`config.mk`:
```
export PLATFORM = sky130hd
export DESIGN_NAME = source_tokenizer
export DESIGN_NICKNAME = d
export VERILOG_FILES = /design/src/rtl/srctok_pkg.sv /design/src/rtl/srctok_lexer.sv /design/src/rtl/srctok_outq.sv /design/src/rtl/source_tokenizer.sv
export SDC_FILE = /design/constraint.sdc
export NUM_CORES = 1
export LEC_CHECK = 0
export ABC_CLOCK_PERIOD_IN_PS = 13280
export BUFFER_PORTS_ARGS = -buffer_cell sky130_fd_sc_hd__buf_2
export CAP_MARGIN = 25
export CORE_ASPECT_RATIO = 0.9
export CORE_MARGIN = 2
export CORE_UTILIZATION = 68
export DETAILED_ROUTE_END_ITERATION = 16
export PLACE_DENSITY = 0.85
export SYNTH_ARGS = -nofsm -noshare
export SYNTH_HDL_FRONTEND = slang
export SYNTH_SLANG_ARGS = --single-unit
```
`constraint.sdc`:
```
create_clock -name clk -period 13.28 [get_ports clk]
set_clock_uncertainty 0.2 [all_clocks]
set_input_delay 3.32 -clock clk [delete_from_list [all_inputs] [get_ports clk]]
set_output_delay 3.32 -clock clk [all_outputs]
set_load 0.005 [all_outputs]
```
`src/rtl/srctok_pkg.sv`:
```
// Shared types, kind codes and helper functions for the source tokenizer.
package srctok_pkg;

	localparam int OFFSET_BITS = 16;
	localparam int OUT_W = 16;

	typedef logic [OFFSET_BITS-1:0] pos_t;
	typedef logic [OFFSET_BITS:0] pos_ext_t;
	typedef logic [4:0] kind_t;

	localparam kind_t KIND_NUM = 5'd0;
	localparam kind_t KIND_ID = 5'd1;
	localparam kind_t KIND_KW_BASE = 5'd2;
	localparam kind_t KIND_STRING = 5'd7;
	localparam kind_t KIND_NEWLINE = 5'd8;
	localparam kind_t KIND_PUNCT_BASE = 5'd9;
	localparam kind_t KIND_PUNCT_LAST = 5'd24;
	localparam kind_t KIND_END = 5'd25;

	typedef enum logic [2:0] {
		MODE_IDLE,
		MODE_NUM,
		MODE_ID,
		MODE_STR,
		MODE_DONE
	} mode_t;

	typedef struct packed {
		kind_t kind;
		logic [OUT_W-1:0] start;
		logic [OUT_W-1:0] len;
		logic unterm;
	} tok_t;

	// All tokens caused by one source byte, slot 0 first.
	typedef struct packed {
		tok_t [2:0] tok;
		logic [1:0] cnt;
	} grp_t;

	localparam int Q_DEPTH = 4;
	localparam int Q_AW = $clog2(Q_DEPTH);

	function automatic pos_t sat_inc(pos_t v);
		return (v == '1) ? v : v + pos_t'(1);
	endfunction

	function automatic logic [OUT_W-1:0] clamp_out(pos_ext_t v);
		logic [63:0] w;
		w = 64'(v);
		return (w > 64'hFFFF) ? 16'hFFFF : w[OUT_W-1:0];
	endfunction

	// Builds a token from a start offset and an end offset one past the last byte.
	function automatic tok_t make_tok(kind_t kind, pos_ext_t start, pos_ext_t stop,
			logic unterm);
		tok_t t;
		pos_ext_t len;
		len = (stop > start) ? stop - start : '0;
		t.kind = kind;
		t.start = clamp_out(start);
		t.len = clamp_out(len);
		t.unterm = unterm;
		return t;
	endfunction

endpackage

```
`src/rtl/srctok_lexer.sv`:
```
// Lexer state and the combinational step that turns one byte into up to three tokens.
module srctok_lexer (
	input  logic                clk,
	input  logic                arst_n,
	input  logic                accept,
	input  logic [7:0]          ch,
	input  logic                last,
	output srctok_pkg::grp_t    grp,
	output logic                push
);

	localparam logic [7:0] PUNCT [16] = '{8'h3D, 8'h3B, 8'h2C, 8'h2E, 8'h27, 8'h5F,
		8'h28, 8'h29, 8'h3C, 8'h3E, 8'h2F, 8'h5C, 8'h2B, 8'h2D, 8'h2A, 8'h3F};

	// Keyword spellings, zero padded: int, string, sout, if, while.
	localparam logic [7:0] KW_TEXT [5][8] = '{
		'{8'h69, 8'h6E, 8'h74, 8'h00, 8'h00, 8'h00, 8'h00, 8'h00},
		'{8'h73, 8'h74, 8'h72, 8'h69, 8'h6E, 8'h67, 8'h00, 8'h00},
		'{8'h73, 8'h6F, 8'h75, 8'h74, 8'h00, 8'h00, 8'h00, 8'h00},
		'{8'h69, 8'h66, 8'h00, 8'h00, 8'h00, 8'h00, 8'h00, 8'h00},
		'{8'h77, 8'h68, 8'h69, 8'h6C, 8'h65, 8'h00, 8'h00, 8'h00}};
	localparam logic [2:0] KW_LEN [5] = '{3'd3, 3'd6, 3'd4, 3'd2, 3'd5};

	srctok_pkg::mode_t mode_q, mode_d;
	srctok_pkg::pos_t  pos_q, pos_d;
	srctok_pkg::pos_t  tstart_q, tstart_d;
	logic [4:0]        cand_q, cand_d;
	logic [2:0]        idcnt_q, idcnt_d;
	logic [2:0]        n;

	function automatic logic is_digit(logic [7:0] c);
		return (c >= 8'h30) && (c <= 8'h39);
	endfunction

	function automatic logic is_alpha(logic [7:0] c);
		return ((c >= 8'h61) && (c <= 8'h7A)) || ((c >= 8'h41) && (c <= 8'h5A));
	endfunction

	function automatic logic is_blank(logic [7:0] c);
		return (c == 8'h20) || (c == 8'h09) || (c == 8'h0B) || (c == 8'h0C) ||
			(c == 8'h0D);
	endfunction

	// Drops keywords that no longer match after one more letter.
	function automatic logic [4:0] kw_filter(logic [4:0] cand, logic [2:0] cnt,
			logic [7:0] c);
		logic [4:0] r;
		r = cand;
		for (int k = 0; k < 5; k++) begin
			if ((cnt >= KW_LEN[k]) || (KW_TEXT[k][cnt] != c))
				r[k] = 1'b0;
		end
		return r;
	endfunction

	function automatic srctok_pkg::kind_t id_kind(logic [4:0] cand, logic [2:0] cnt);
		srctok_pkg::kind_t r;
		r = srctok_pkg::KIND_ID;
		for (int k = 4; k >= 0; k--) begin
			if (cand[k] && (cnt == KW_LEN[k]))
				r = srctok_pkg::KIND_KW_BASE + srctok_pkg::kind_t'(k);
		end
		return r;
	endfunction

	always_comb begin
		srctok_pkg::pos_t     pos;
		srctok_pkg::pos_t     endp;
		srctok_pkg::pos_ext_t pos_x;
		srctok_pkg::pos_ext_t endp_x;
		srctok_pkg::kind_t    pk;
		logic                 pk_hit;

		pos = pos_q;
		endp = srctok_pkg::sat_inc(pos_q);
		pos_x = {1'b0, pos_q};
		endp_x = {1'b0, endp};
		mode_d = mode_q;
		tstart_d = tstart_q;
		cand_d = cand_q;
		idcnt_d = idcnt_q;
		grp = '0;
		n = '0;

		pk = srctok_pkg::KIND_END;
		pk_hit = 1'b0;
		for (int k = 0; k < 16; k++) begin
			if (PUNCT[k] == ch) begin
				pk_hit = 1'b1;
				pk = srctok_pkg::KIND_PUNCT_BASE + srctok_pkg::kind_t'(k);
			end
		end

		// A pending number or identifier is closed by a byte that cannot extend it.
		if ((mode_q == srctok_pkg::MODE_NUM) && !is_digit(ch)) begin
			grp.tok[n[1:0]] = srctok_pkg::make_tok(srctok_pkg::KIND_NUM,
				{1'b0, tstart_q}, pos_x, 1'b0);
			n = n + 3'd1;
			mode_d = srctok_pkg::MODE_IDLE;
		end else if ((mode_q == srctok_pkg::MODE_ID) && !is_alpha(ch)) begin
			grp.tok[n[1:0]] = srctok_pkg::make_tok(id_kind(cand_q, idcnt_q),
				{1'b0, tstart_q}, pos_x, 1'b0);
			n = n + 3'd1;
			mode_d = srctok_pkg::MODE_IDLE;
		end

		unique case (mode_d)
			srctok_pkg::MODE_NUM: begin
			end
			srctok_pkg::MODE_ID: begin
				cand_d = kw_filter(cand_d, idcnt_d, ch);
				if (idcnt_d != 3'd7)
					idcnt_d = idcnt_d + 3'd1;
			end
			srctok_pkg::MODE_STR: begin
				if (ch == 8'h22) begin
					grp.tok[n[1:0]] = srctok_pkg::make_tok(srctok_pkg::KIND_STRING,
						{1'b0, tstart_d}, pos_x, 1'b0);
					n = n + 3'd1;
					mode_d = srctok_pkg::MODE_IDLE;
				end else if (ch == 8'h00) begin
					grp.tok[n[1:0]] = srctok_pkg::make_tok(srctok_pkg::KIND_STRING,
						{1'b0, tstart_d}, pos_x, 1'b1);
					n = n + 3'd1;
					grp.tok[n[1:0]] = srctok_pkg::make_tok(srctok_pkg::KIND_END,
						pos_x, pos_x, 1'b0);
					n = n + 3'd1;
					mode_d = srctok_pkg::MODE_DONE;
				end
			end
			srctok_pkg::MODE_IDLE: begin
				if (is_digit(ch)) begin
					tstart_d = pos;
					mode_d = srctok_pkg::MODE_NUM;
				end else if (is_alpha(ch)) begin
					tstart_d = pos;
					cand_d = kw_filter(5'b11111, 3'd0, ch);
					idcnt_d = 3'd1;
					mode_d = srctok_pkg::MODE_ID;
				end else if (ch == 8'h22) begin
					tstart_d = endp;
					mode_d = srctok_pkg::MODE_STR;
				end else if (ch == 8'h0A) begin
					grp.tok[n[1:0]] = srctok_pkg::make_tok(srctok_pkg::KIND_NEWLINE,
						pos_x, pos_x + srctok_pkg::pos_ext_t'(1), 1'b0);
					n = n + 3'd1;
				end else if (!is_blank(ch)) begin
					if (pk_hit) begin
						grp.tok[n[1:0]] = srctok_pkg::make_tok(pk, pos_x,
							pos_x + srctok_pkg::pos_ext_t'(1), 1'b0);
					end else begin
						grp.tok[n[1:0]] = srctok_pkg::make_tok(srctok_pkg::KIND_END,
							pos_x, pos_x, 1'b0);
						mode_d = srctok_pkg::MODE_DONE;
					end
					n = n + 3'd1;
				end
			end
			srctok_pkg::MODE_DONE: begin
			end
			default: begin
			end
		endcase

		if (last) begin
			if (mode_d == srctok_pkg::MODE_NUM) begin
				grp.tok[n[1:0]] = srctok_pkg::make_tok(srctok_pkg::KIND_NUM,
					{1'b0, tstart_d}, endp_x, 1'b0);
				n = n + 3'd1;
			end else if (mode_d == srctok_pkg::MODE_ID) begin
				grp.tok[n[1:0]] = srctok_pkg::make_tok(id_kind(cand_d, idcnt_d),
					{1'b0, tstart_d}, endp_x, 1'b0);
				n = n + 3'd1;
			end else if (mode_d == srctok_pkg::MODE_STR) begin
				grp.tok[n[1:0]] = srctok_pkg::make_tok(srctok_pkg::KIND_STRING,
					{1'b0, tstart_d}, endp_x, 1'b1);
				n = n + 3'd1;
			end
			if (mode_d != srctok_pkg::MODE_DONE) begin
				grp.tok[n[1:0]] = srctok_pkg::make_tok(srctok_pkg::KIND_END,
					endp_x, endp_x, 1'b0);
				n = n + 3'd1;
			end
			mode_d = srctok_pkg::MODE_IDLE;
			pos_d = '0;
			tstart_d = '0;
			cand_d = 5'b11111;
			idcnt_d = 3'd0;
		end else begin
			pos_d = endp;
		end

		grp.cnt = n[1:0];
		push = accept && (n != 3'd0);
	end

	always_ff @(posedge clk or negedge arst_n) begin
		if (!arst_n) begin
			mode_q <= srctok_pkg::MODE_IDLE;
			pos_q <= '0;
			tstart_q <= '0;
			cand_q <= 5'b11111;
			idcnt_q <= 3'd0;
		end else if (accept) begin
			mode_q <= mode_d;
			pos_q <= pos_d;
			tstart_q <= tstart_d;
			cand_q <= cand_d;
			idcnt_q <= idcnt_d;
		end
	end

endmodule

```
`src/rtl/srctok_outq.sv`:
```
// Queue of token groups that hands out one token per output beat.
module srctok_outq (
	input  logic                      clk,
	input  logic                      arst_n,
	input  logic                      push,
	input  srctok_pkg::grp_t          grp,
	output logic                      full,
	output logic                      tok_valid,
	input  logic                      tok_stall,
	output srctok_pkg::tok_t          tok,
	output logic                      last_slot
);

	srctok_pkg::grp_t               q_q [srctok_pkg::Q_DEPTH];
	logic [srctok_pkg::Q_AW-1:0]    wr_ptr_q;
	logic [srctok_pkg::Q_AW-1:0]    rd_ptr_q;
	logic [srctok_pkg::Q_AW:0]      count_q;
	logic [1:0]                     slot_q;
	srctok_pkg::grp_t               head;
	logic                           pop_beat;
	logic                           pop_grp;

	assign head = q_q[rd_ptr_q];
	assign tok = head.tok[slot_q];
	assign tok_valid = (count_q != '0);
	assign full = (count_q == (srctok_pkg::Q_AW + 1)'(srctok_pkg::Q_DEPTH));
	assign last_slot = (slot_q == (head.cnt - 2'd1));
	assign pop_beat = tok_valid && !tok_stall;
	assign pop_grp = pop_beat && last_slot;

	always_ff @(posedge clk) begin
		if (push)
			q_q[wr_ptr_q] <= grp;
	end

	always_ff @(posedge clk or negedge arst_n) begin
		if (!arst_n) begin
			wr_ptr_q <= '0;
			rd_ptr_q <= '0;
			count_q <= '0;
			slot_q <= '0;
		end else begin
			if (push)
				wr_ptr_q <= wr_ptr_q + 1'b1;
			if (pop_grp)
				rd_ptr_q <= rd_ptr_q + 1'b1;
			if (pop_grp)
				slot_q <= '0;
			else if (pop_beat)
				slot_q <= slot_q + 2'd1;
			if (push && !pop_grp)
				count_q <= count_q + 1'b1;
			else if (!push && pop_grp)
				count_q <= count_q - 1'b1;
		end
	end

endmodule

```
`src/rtl/source_tokenizer.sv`:
```
// Top level of the streaming source tokenizer: byte input, token output.
//
//  Channel | Handshake            | Beat contents
//  --------+----------------------+-------------------------------------------------
//  source  | src_valid, src_stall | ch, last
//  token   | tok_valid, tok_stall | kind, start_res, length, unterminated, end_of_run
//
// One source byte is taken per cycle while src_stall is low; its tokens are queued and
// leave on the token channel in order, one token per cycle while tok_stall is low.
// A byte causes zero to three tokens; the sustained rate is one byte per cycle while
// bytes cause at most one token on average and tok_stall stays low, set by the output side.
// Tokens wait in a four-group queue; src_stall rises only while that queue is full.
// Reset clears the lexer to idle with offset zero and empties the queue.
module source_tokenizer (
	input  logic        clk,
	input  logic        arst_n,
	input  logic        src_valid,
	output logic        src_stall,
	input  logic [7:0]  ch,
	input  logic        last,
	output logic        tok_valid,
	input  logic        tok_stall,
	output logic [4:0]  kind,
	output logic [15:0] start_res,
	output logic [15:0] length,
	output logic        unterminated,
	output logic        end_of_run
);

	logic             accept;
	logic             push;
	logic             full;
	srctok_pkg::grp_t grp;
	srctok_pkg::tok_t tok;

	// A byte is taken whenever the queue has a free group entry, so the source side keeps
	// moving while a finished token still waits on the token channel.
	assign src_stall = full;
	assign accept = src_valid && !full;

	// The lexer holds mode, offset, token start and the keyword match state, and
	// combinationally works out every token a byte causes together with the next state.
	srctok_lexer u_lexer (
		.clk    (clk),
		.arst_n (arst_n),
		.accept (accept),
		.ch     (ch),
		.last   (last),
		.grp    (grp),
		.push   (push)
	);

	// The queue stores each byte's tokens as one group and walks through its slots; the
	// final slot of a group carries the end-of-run mark.
	srctok_outq u_outq (
		.clk       (clk),
		.arst_n    (arst_n),
		.push      (push),
		.grp       (grp),
		.full      (full),
		.tok_valid (tok_valid),
		.tok_stall (tok_stall),
		.tok       (tok),
		.last_slot (end_of_run)
	);

	assign kind = tok.kind;
	assign start_res = tok.start;
	assign length = tok.len;
	assign unterminated = tok.unterm;

endmodule

```
==> reports/results.tsv, run 1 <==
stage	metric	value	unit
run_status	status	complete, no violations	
route	routed_wl	83.5	mm
worst_setup_path	slowest_stage	nor2_1	
sta	finalHoldViolCount	0	
die	initial_utilization	68.8	%
pwr	power_leakage	10.2	nW
worst_setup_path	r2r_end	u_outq.q_q[1][54]$_DFFE_PP_	
global_routing	grt.overflow.total	0	
worst_setup_path	critPathKind	primary input to flop	
worst_setup_path	crit_chain	buf_2 > or4_4 > o221ai_2 > a21oi_1 > nor2_1 > nand2_1 > a22oi_1 > ha_1 > nor2b_1 > o21ai_0 > a21boi_0 > o21ai_0 > a21oi_1 > a221oi_1 > nor2_1 > a211oi_2 > nor2_1 > o221ai_1	
worst_setup_path	crit_top_cell	nor2_1	
sta	maxSlewViolCount	0	
logic_synthesis	avgSynthCellArea	13.0	sq um
logic_synthesis	synthArstFlopShare	10.2	%
logic_synthesis	synthTopCellsByArea	edfxtp_1 (52%), mux4_2 (9.8%), dfrtp_1 (4.5%)	
die	core	38300	sq um
worst_setup_path	timing.rr.start	u_lexer.pos_q[1]$_DFFE_PN0P_	
logic_synthesis	ys_ff_latch	512	
final_layout	final_util	74.6	%
sta	relSlewSlack	17.8	%
die	die_h	191	um
sta	max_freq	100	MHz
logic_synthesis	synth_area_leader_cell	edfxtp_1	
placed_design	port_buffers	53	
global_routing	grt_max_degree	64	
global_routing	grt_pass1_vias	18475	
pwr	max-vdd-ir-drop	0.218	mV
cts	cts.sink_count	512	
final_layout	nNetsFinal	2119	
cts	cts_hold_buf	0	
worst_setup_path	cp_num_buf_inv	1	
final_layout	final_cell_count_no_fill	2560	
cts	cts_resized	0	
logic_synthesis	synth_nets	2110	
cts	clk_path_buf_depth	3	
worst_setup_path	startpoint_type	primary input	
logic_synthesis	seq_area_frac_synth	57.4	%
logic_synthesis	synth-edff-count	460	
worst_hold_path	hold_class	flop to flop	
global_routing	antenna_found_initial	2	
worst_setup_path	endpoint_kind	flop	
logic_synthesis	syn_area	26300	sq um
sta	final.setup.tns	0	ps
placed_design	placed_cells	2467	
die	dieArea	40300	sq um
die	pin_count	54	
pwr	p_per_area	235	nW/um^2
final_layout	layout-drive-gt1-share	15.6	%
cts	clock-root-buffer	clkbuf_16	
logic_synthesis	synth_top_area_share	52.5	%
worst_hold_path	whs_path_depth	1	
logic_synthesis	ys.flop_type	edfxtp_1	
route	vias	19703	
final_layout	regArea	15100	sq um
worst_setup_path	cp_max_fo	30	
final_layout	area_growth	8.44	%
worst_setup_path	r2r_slack	5830	ps
sta	fin_crit	9960	ps
worst_hold_path	worstHoldStart	u_outq.count_q[2]$_DFFE_PN0P_	
worst_setup_path	arrival	10090	ps
die	rows	68	
final_layout	layout_common_cells	edfxtp_1 (460), nand2_1 (163), nor2_1 (120)	
final_layout	fill_cells	2294	
sta	grt_setup_unrepaired	no	
sta	worst_slack	3320	ps
cts	cts.clk_slew.worst_paths	60	ps
final_layout	multi_input_area	10400	sq um
logic_synthesis	synth_warnings	0	
route	viasPerCell	7.70	
sta	timing.hold.ws	290	ps
cts	tritoncts	yes	
sta	worstMarginPinSlew	1220	ps
worst_setup_path	crit_family	compound AO/OA/AOI/OAI gates	
run	drv_cap	0	
route	drc	0	
route	first_pass_iters	10	
worst_hold_path	hold_end	u_outq.count_q[2]$_DFFE_PN0P_	
final_layout	num_antenna_cells	0	
route	ant_nets	0	
worst_setup_path	slowest_delay	800	ps
sta	fin_crit_sh	75.0	%
placed_design	pre_cts_slack	2960	ps
logic_synthesis	synth_cell_types	96	
worst_setup_path	required	13420	ps
placed_design	gp_congestion	1.03	
worst_setup_path	worstRegToRegCells	18	
cts	cts_buffers	49	
route	wire_per_inst	32.6	um
placed_design	place_hpwl	50.2	mm
cts	htree_levels	2	
cts	cts_setup_buffers	0	
global_routing	grt_pass1_wl	119	mm
logic_synthesis	synthesis.instances	2026	
die	die_w	211	um
sta	setup_viol	0	
route	drt_iter0_drc	3706	
final_layout	final_common_cell	edfxtp_1	
global_routing	grt_usage	40.4	%
cts	clock_latency	620	ps
[state kept, by name (all words and copies together), names as in the netlist]
signal / flops
u_outq.q_q: 460
u_lexer.mode_q: 3
u_outq.slot_q: 2
u_outq.rd_ptr_q: 2
u_lexer.cand_q: 5
u_lexer.tstart_q: 16
u_outq.count_q: 3
u_lexer.idcnt_q: 3
u_lexer.pos_q: 16
u_outq.wr_ptr_q: 2
[synthesized netlist by cell type (16+ instances only)]
| library cell | n |
|---|---|
| o221ai_1 | 20 |
| mux2i_1 | 46 |
| a221oi_1 | 18 |
| xor2_1 | 36 |
| nand2_1 | 163 |
| a22oi_1 | 35 |
| a21oi_1 | 97 |
| xnor2_1 | 43 |
| o22ai_1 | 79 |
| nand3_1 | 31 |
| buf_1 | 24 |
| nor2_1 | 120 |
| nor3_1 | 27 |
| ha_1 | 68 |
| inv_1 | 88 |
| o21ai_0 | 117 |
| clkbuf_1 | 81 |
| buf_2 | 21 |
| dfrtp_1 | 47 |
| edfxtp_1 | 460 |
| and3_1 | 16 |
| nor2b_1 | 16 |
| mux4_2 | 115 |
| nand2b_1 | 25 |
[power breakdown]
group	switching (W)	total, W	internal, W
combinational	0.00185	0.00289	0.00104
clock	0.000645	0.00141	0.000763
sequential	0.000247	0.00241	0.00216
total	0.00274	0.00671	0.00397
[cells by family (layout without fill, tap and decap cells)]
logic type               count (synthesis)  count (layout)  synth area share, %
flip-flops                             512             512                 57.4
multiplexers                           169             169                 12.0
AND/OR/NAND/NOR                        479             479                 8.90
buffers and inverters                  218             262                 3.28
adder cells (fa/ha/maj)                 71              71                 3.46
AO/OA/AOI/OAI                          498             498                 12.4
XOR/XNOR                                79              79                 2.63
[routing by layer]
layer / vias to the layer above / GRT usage (%) / share of wire, %
li1: 7870 / - / -
met4: 2 / 15.3 / 4.5
met5: - / 0 / 0.016
met1: 9562 / 56.3 / 35
met2: 1880 / 60.3 / 45
met3: 389 / 12.4 / 16
[worst max path at each step]
stage | start | endpoint | cells past startpoint
2_1_floorplan | ch[1] | u_outq.q_q[0][0]$_DFFE_PP_ | 20
6_report | ch[2] | u_outq.q_q[3][16]$_DFFE_PP_ | 18
4_1_cts | ch[2] | u_outq.q_q[3][5]$_DFFE_PP_ | 19
5_1_grt | ch[2] | u_outq.q_q[2][12]$_DFFE_PP_ | 18
3_3_place_gp | ch[2] | u_outq.q_q[0][12]$_DFFE_PP_ | 18
3_5_place_dp | ch[2] | u_outq.q_q[2][12]$_DFFE_PP_ | 18
[final cells by class]
type | instances | area share [%]
clock buffers | 59 | 4.43
inverters | 89 | 1.17
flip-flops and latches | 512 | 53.0
multi-input cells | 1296 | 36.4
clock inverters | 27 | 0.995
repair buffers | 87 | 1.92
well taps | 490 | 2.15
[metrics by stage]
stage | cell area (sq um) | total power (W)
floorplan | 26300 | 0.00411
global route | 28600 | 0.00687
CTS | 28500 | 0.00651
detailed placement | 26900 | 0.00505
global placement | 26900 | 0.00495
finish | 28600 | 0.00671
No activity file was read; power rests on OpenSTA's default activity.
==> inputs of run 2 (changes only) <==
- ABC_AREA: default -> 1
- ABC_CLOCK_PERIOD_IN_PS: 13280 -> 8800
- CORE_UTILIZATION: 68 -> 57
- PLACE_DENSITY: 0.85 -> 0.76
- clock period: 13.28 -> 8.8 ns (I/O delays scaled with it)
==> reports/results.tsv, run 2 <==
stage	metric	value	unit	change
run_status	status	complete, no violations		
logic_synthesis	synth_cell_types	59		-39%
cts	clock-root-buffer	clkbuf_16		
final_layout	largest_register	u_outq.q_q		
pwr	max-vdd-ir-drop	0.252	mV	+16%
sta	setup_viol	0		unchanged
sta	relSlewSlack	28.5	%	+11 points
final_layout	area_growth	8.53	%	about the same
logic_synthesis	synth_commonest_cells	edfxtp_1 (460), nand2_1 (432), nor2_1 (392)		
route	wire_per_inst	24.7	um	-24%
global_routing	grt.overflow.total	0		unchanged
route	routed_wl	88.5	mm	+6.0%
cts	cts_resized	0		unchanged
sta	max_freq	131	MHz	
worst_setup_path	endpoint_kind	flop		
logic_synthesis	synth_compound_area_share	17.8	%	+5.4 points
worst_setup_path	cp_max_fo	33		+10%
logic_synthesis	synth-edff-count	460		unchanged
cts	clk_path_buf_depth	3		unchanged
sta	grt_setup_unrepaired	no		
cts	tritoncts	yes		
logic_synthesis	synth_area_leader_cell	edfxtp_1		
final_layout	fill_cells	3783		+65%
run	drv_cap	0		unchanged
final_layout	nNetsFinal	2994		+41%
cts	clock_latency	620	ps	about the same
worst_setup_path	arrival	7740	ps	-2350 ps
logic_synthesis	ys.flop_type	edfxtp_1		
route	drc	0		unchanged
die	core	48000	sq um	+25%
logic_synthesis	syn_area	27800	sq um	+5.5%
sta	final.setup.tns	0	ps	unchanged
logic_synthesis	avgSynthCellArea	9.51	sq um	-27%
logic_synthesis	synthTopCellsByArea	edfxtp_1 (50%), o21ai_0 (6.6%), nand2_1 (5.8%)		
pwr	finalPower	0.0125	W	+87%
pwr	power_leakage	11.2	nW	+10%
die	die_h	213	um	+12%
cts	cts_buffers	52		+6.1%
logic_synthesis	yosys.cell_count.top_type	edfxtp_1		
logic_synthesis	yosys.area_share.adder	3.28	%	-0.18 points
global_routing	grt_pass1_wl	133	mm	+12%
die	initial_utilization	57.9	%	-11 points
route	drt_iter0_drc	3460		-6.6%
final_layout	biggestRegsByFlops	u_outq.q_q x460, u_lexer.pos_q x16, u_lexer.tstart_q x16		
placed_design	gp_congestion	1.06		+2.8%
worst_setup_path	required	8910	ps	-4510 ps
die	pin_count	54		unchanged
sta	timing.hold.ws	356	ps	+65.2 ps
logic_synthesis	synth_top_area_share	49.7	%	-2.7 points
die	die_w	237	um	+12%
logic_synthesis	ys_ff_latch	512		unchanged
cts	htree_levels	2		unchanged
final_layout	largest_register_ff_count	460		unchanged
sta	fin_crit	7620	ps	
logic_synthesis	synthesis.instances	2923		+44%
logic_synthesis	synth-xor-area-share	2.17	%	-0.45 points
route	viasPerCell	6.55		-15%
sta	maxSlewViolCount	0		unchanged
logic_synthesis	synth_top_family_by_area	compound AO/OA/AOI/OAI gates		
worst_setup_path	critPathKind	primary input to flop		
global_routing	grt_pass1_vias	21669		+17%
sta	finalHoldViolCount	0		unchanged
cts	cts.clk_slew.worst_paths	60	ps	about the same
die	rows	76		+12%
final_layout	layout_common_cells	edfxtp_1 (460), nand2_1 (431), nor2_1 (385)		
worst_hold_path	hold_class	flop to flop		
logic_synthesis	synth.mux.area_fraction	0.0360	%	-12 points
placed_design	port_buffers	53		unchanged
logic_synthesis	synth_warnings	0		unchanged
sta	fin_crit_sh	86.6	%	
sta	worstMarginPinSlew	1070	ps	-148 ps
worst_setup_path	startpoint_type	primary input		
final_layout	final_common_cell	edfxtp_1		
final_layout	layout-drive-gt1-share	9.82	%	-5.7 points
global_routing	antenna_found_initial	3		+1
cts	cts_hold_buf	0		unchanged
cts	cts.sink_count	512		unchanged
logic_synthesis	yosys.area_share.simple	16.6	%	+7.7 points
placed_design	place_hpwl	59.7	mm	+19%
route	first_pass_iters	8		-2
pwr	p_per_area	415	nW/um^2	+77%
route	ant_nets	0		unchanged
logic_synthesis	synthArstFlopShare	10.2	%	unchanged
cts	cts_setup_buffers	0		unchanged
logic_synthesis	seq_area_frac_synth	54.4	%	-3.0 points
die	dieArea	50500	sq um	+25%
global_routing	grt_usage	34.8	%	-5.5 points
route	vias	23422		+19%
global_routing	grt_max_degree	104		+63%
logic_synthesis	synth_nets	3007		+43%
## run 2: changes by cell type after synthesis, moves of 32 or more
cell | before | now
a21oi_1 | 97 | 129
a22oi_1 | 35 | 2
clkbuf_1 | 81 | 117
inv_1 | 88 | 193
mux2i_1 | 46 | 1
mux4_2 | 115 | 0
nand2_1 | 163 | 432
nand3_1 | 31 | 102
nor2_1 | 120 | 392
o211ai_1 | 5 | 40
o21ai_0 | 117 | 365
o221ai_1 | 20 | 63
## run 2: cells by family after synthesis
logic type | count (synthesis)
AO/OA/AOI/OAI | 825
XOR/XNOR | 69
adder cells (fa/ha/maj) | 71
buffers and inverters | 385
flip-flops | 512
multiplexers | 1
AND/OR/NAND/NOR | 1060
## run 2: worst paths after layout
path | startpoint | to | slack, ps | cells after the start
max | ch[1] | u_outq.q_q[0][50]$_DFFE_PP_ | 1180 | 24
min | u_outq.wr_ptr_q[1]$_DFFE_PN0P_ | u_outq.wr_ptr_q[1]$_DFFE_PN0P_ | 360 | 2
max reg2reg | u_lexer.pos_q[0]$_DFFE_PN0P_ | u_outq.q_q[0][16]$_DFFE_PP_ | 1960 | 27
min reg2reg | u_outq.wr_ptr_q[1]$_DFFE_PN0P_ | u_outq.wr_ptr_q[1]$_DFFE_PN0P_ | 360 | 2
max in group asynchronous | arst_n | u_outq.rd_ptr_q[1]$_DFFE_PN0P_ | 6260 | 2
min in group asynchronous | arst_n | u_lexer.idcnt_q[1]$_DFFE_PN0P_ | 1530 | 2
## run 2: area by class of cell
class                           instances  area [sq um]  area share (%)
Sequential cell                       512         15100            50.2
Multi-Input combinational cell       2026         11100            36.9
Clock buffer                           66          1350            4.49
Inverter                              224           857            2.84
Tap cell                              624           781            2.59
Timing Repair Buffer                   94           673            2.23
Clock inverter                         30           229           0.759
Antenna cell                            2          5.00          0.0166
## run 2: stage by stage
stage | setup WS (ps) | cells | area [sq um] | utilization [%]
floorplan | -461 | 2923 | 27800 | -
global placement | 982 | 3475 | 28500 | 59.4
detailed placement | 724 | 3479 | 28600 | 59.5
CTS | 1360 | 3575 | 30100 | 62.8
global route | 818 | 3576 | 30200 | 62.8
finish | 1180 | 3578 | 30200 | 62.8
## run 2: per-layer routing
layer	global-route usage, %	vias up	part of all wire, %
li1	-	10444	-
met1	49.8	11214	40
met2	51.5	1548	43
met3	10.1	212	14
met4	11.2	4	3.0
met5	0	-	0.016
## run 2: worst max-delay path: stages
cell and delay (ps):
buf_2 260, nand2_1 180, o21ai_2 140, nand2_1 100, nand2_4 140, nand2_2 90
nand2_2 160, nand2_4 270, nor2_1 620, buf_4 260, inv_1 70, nand2_1 60
nand2_1 190, fa_1 530, o21ai_0 310, a21boi_0 210, o21ai_0 300, a21boi_0 200
o21ai_0 360, nand2_1 100, nand3_1 280, nor2_1 160, nor2_1 320, o21ai_1 220
## run 2: power by group
part           switching, W  internal [W]  leakage, nW
clock network      0.000959       0.00113        0.770
registers          0.000280       0.00365         4.99
logic               0.00477       0.00173         5.43
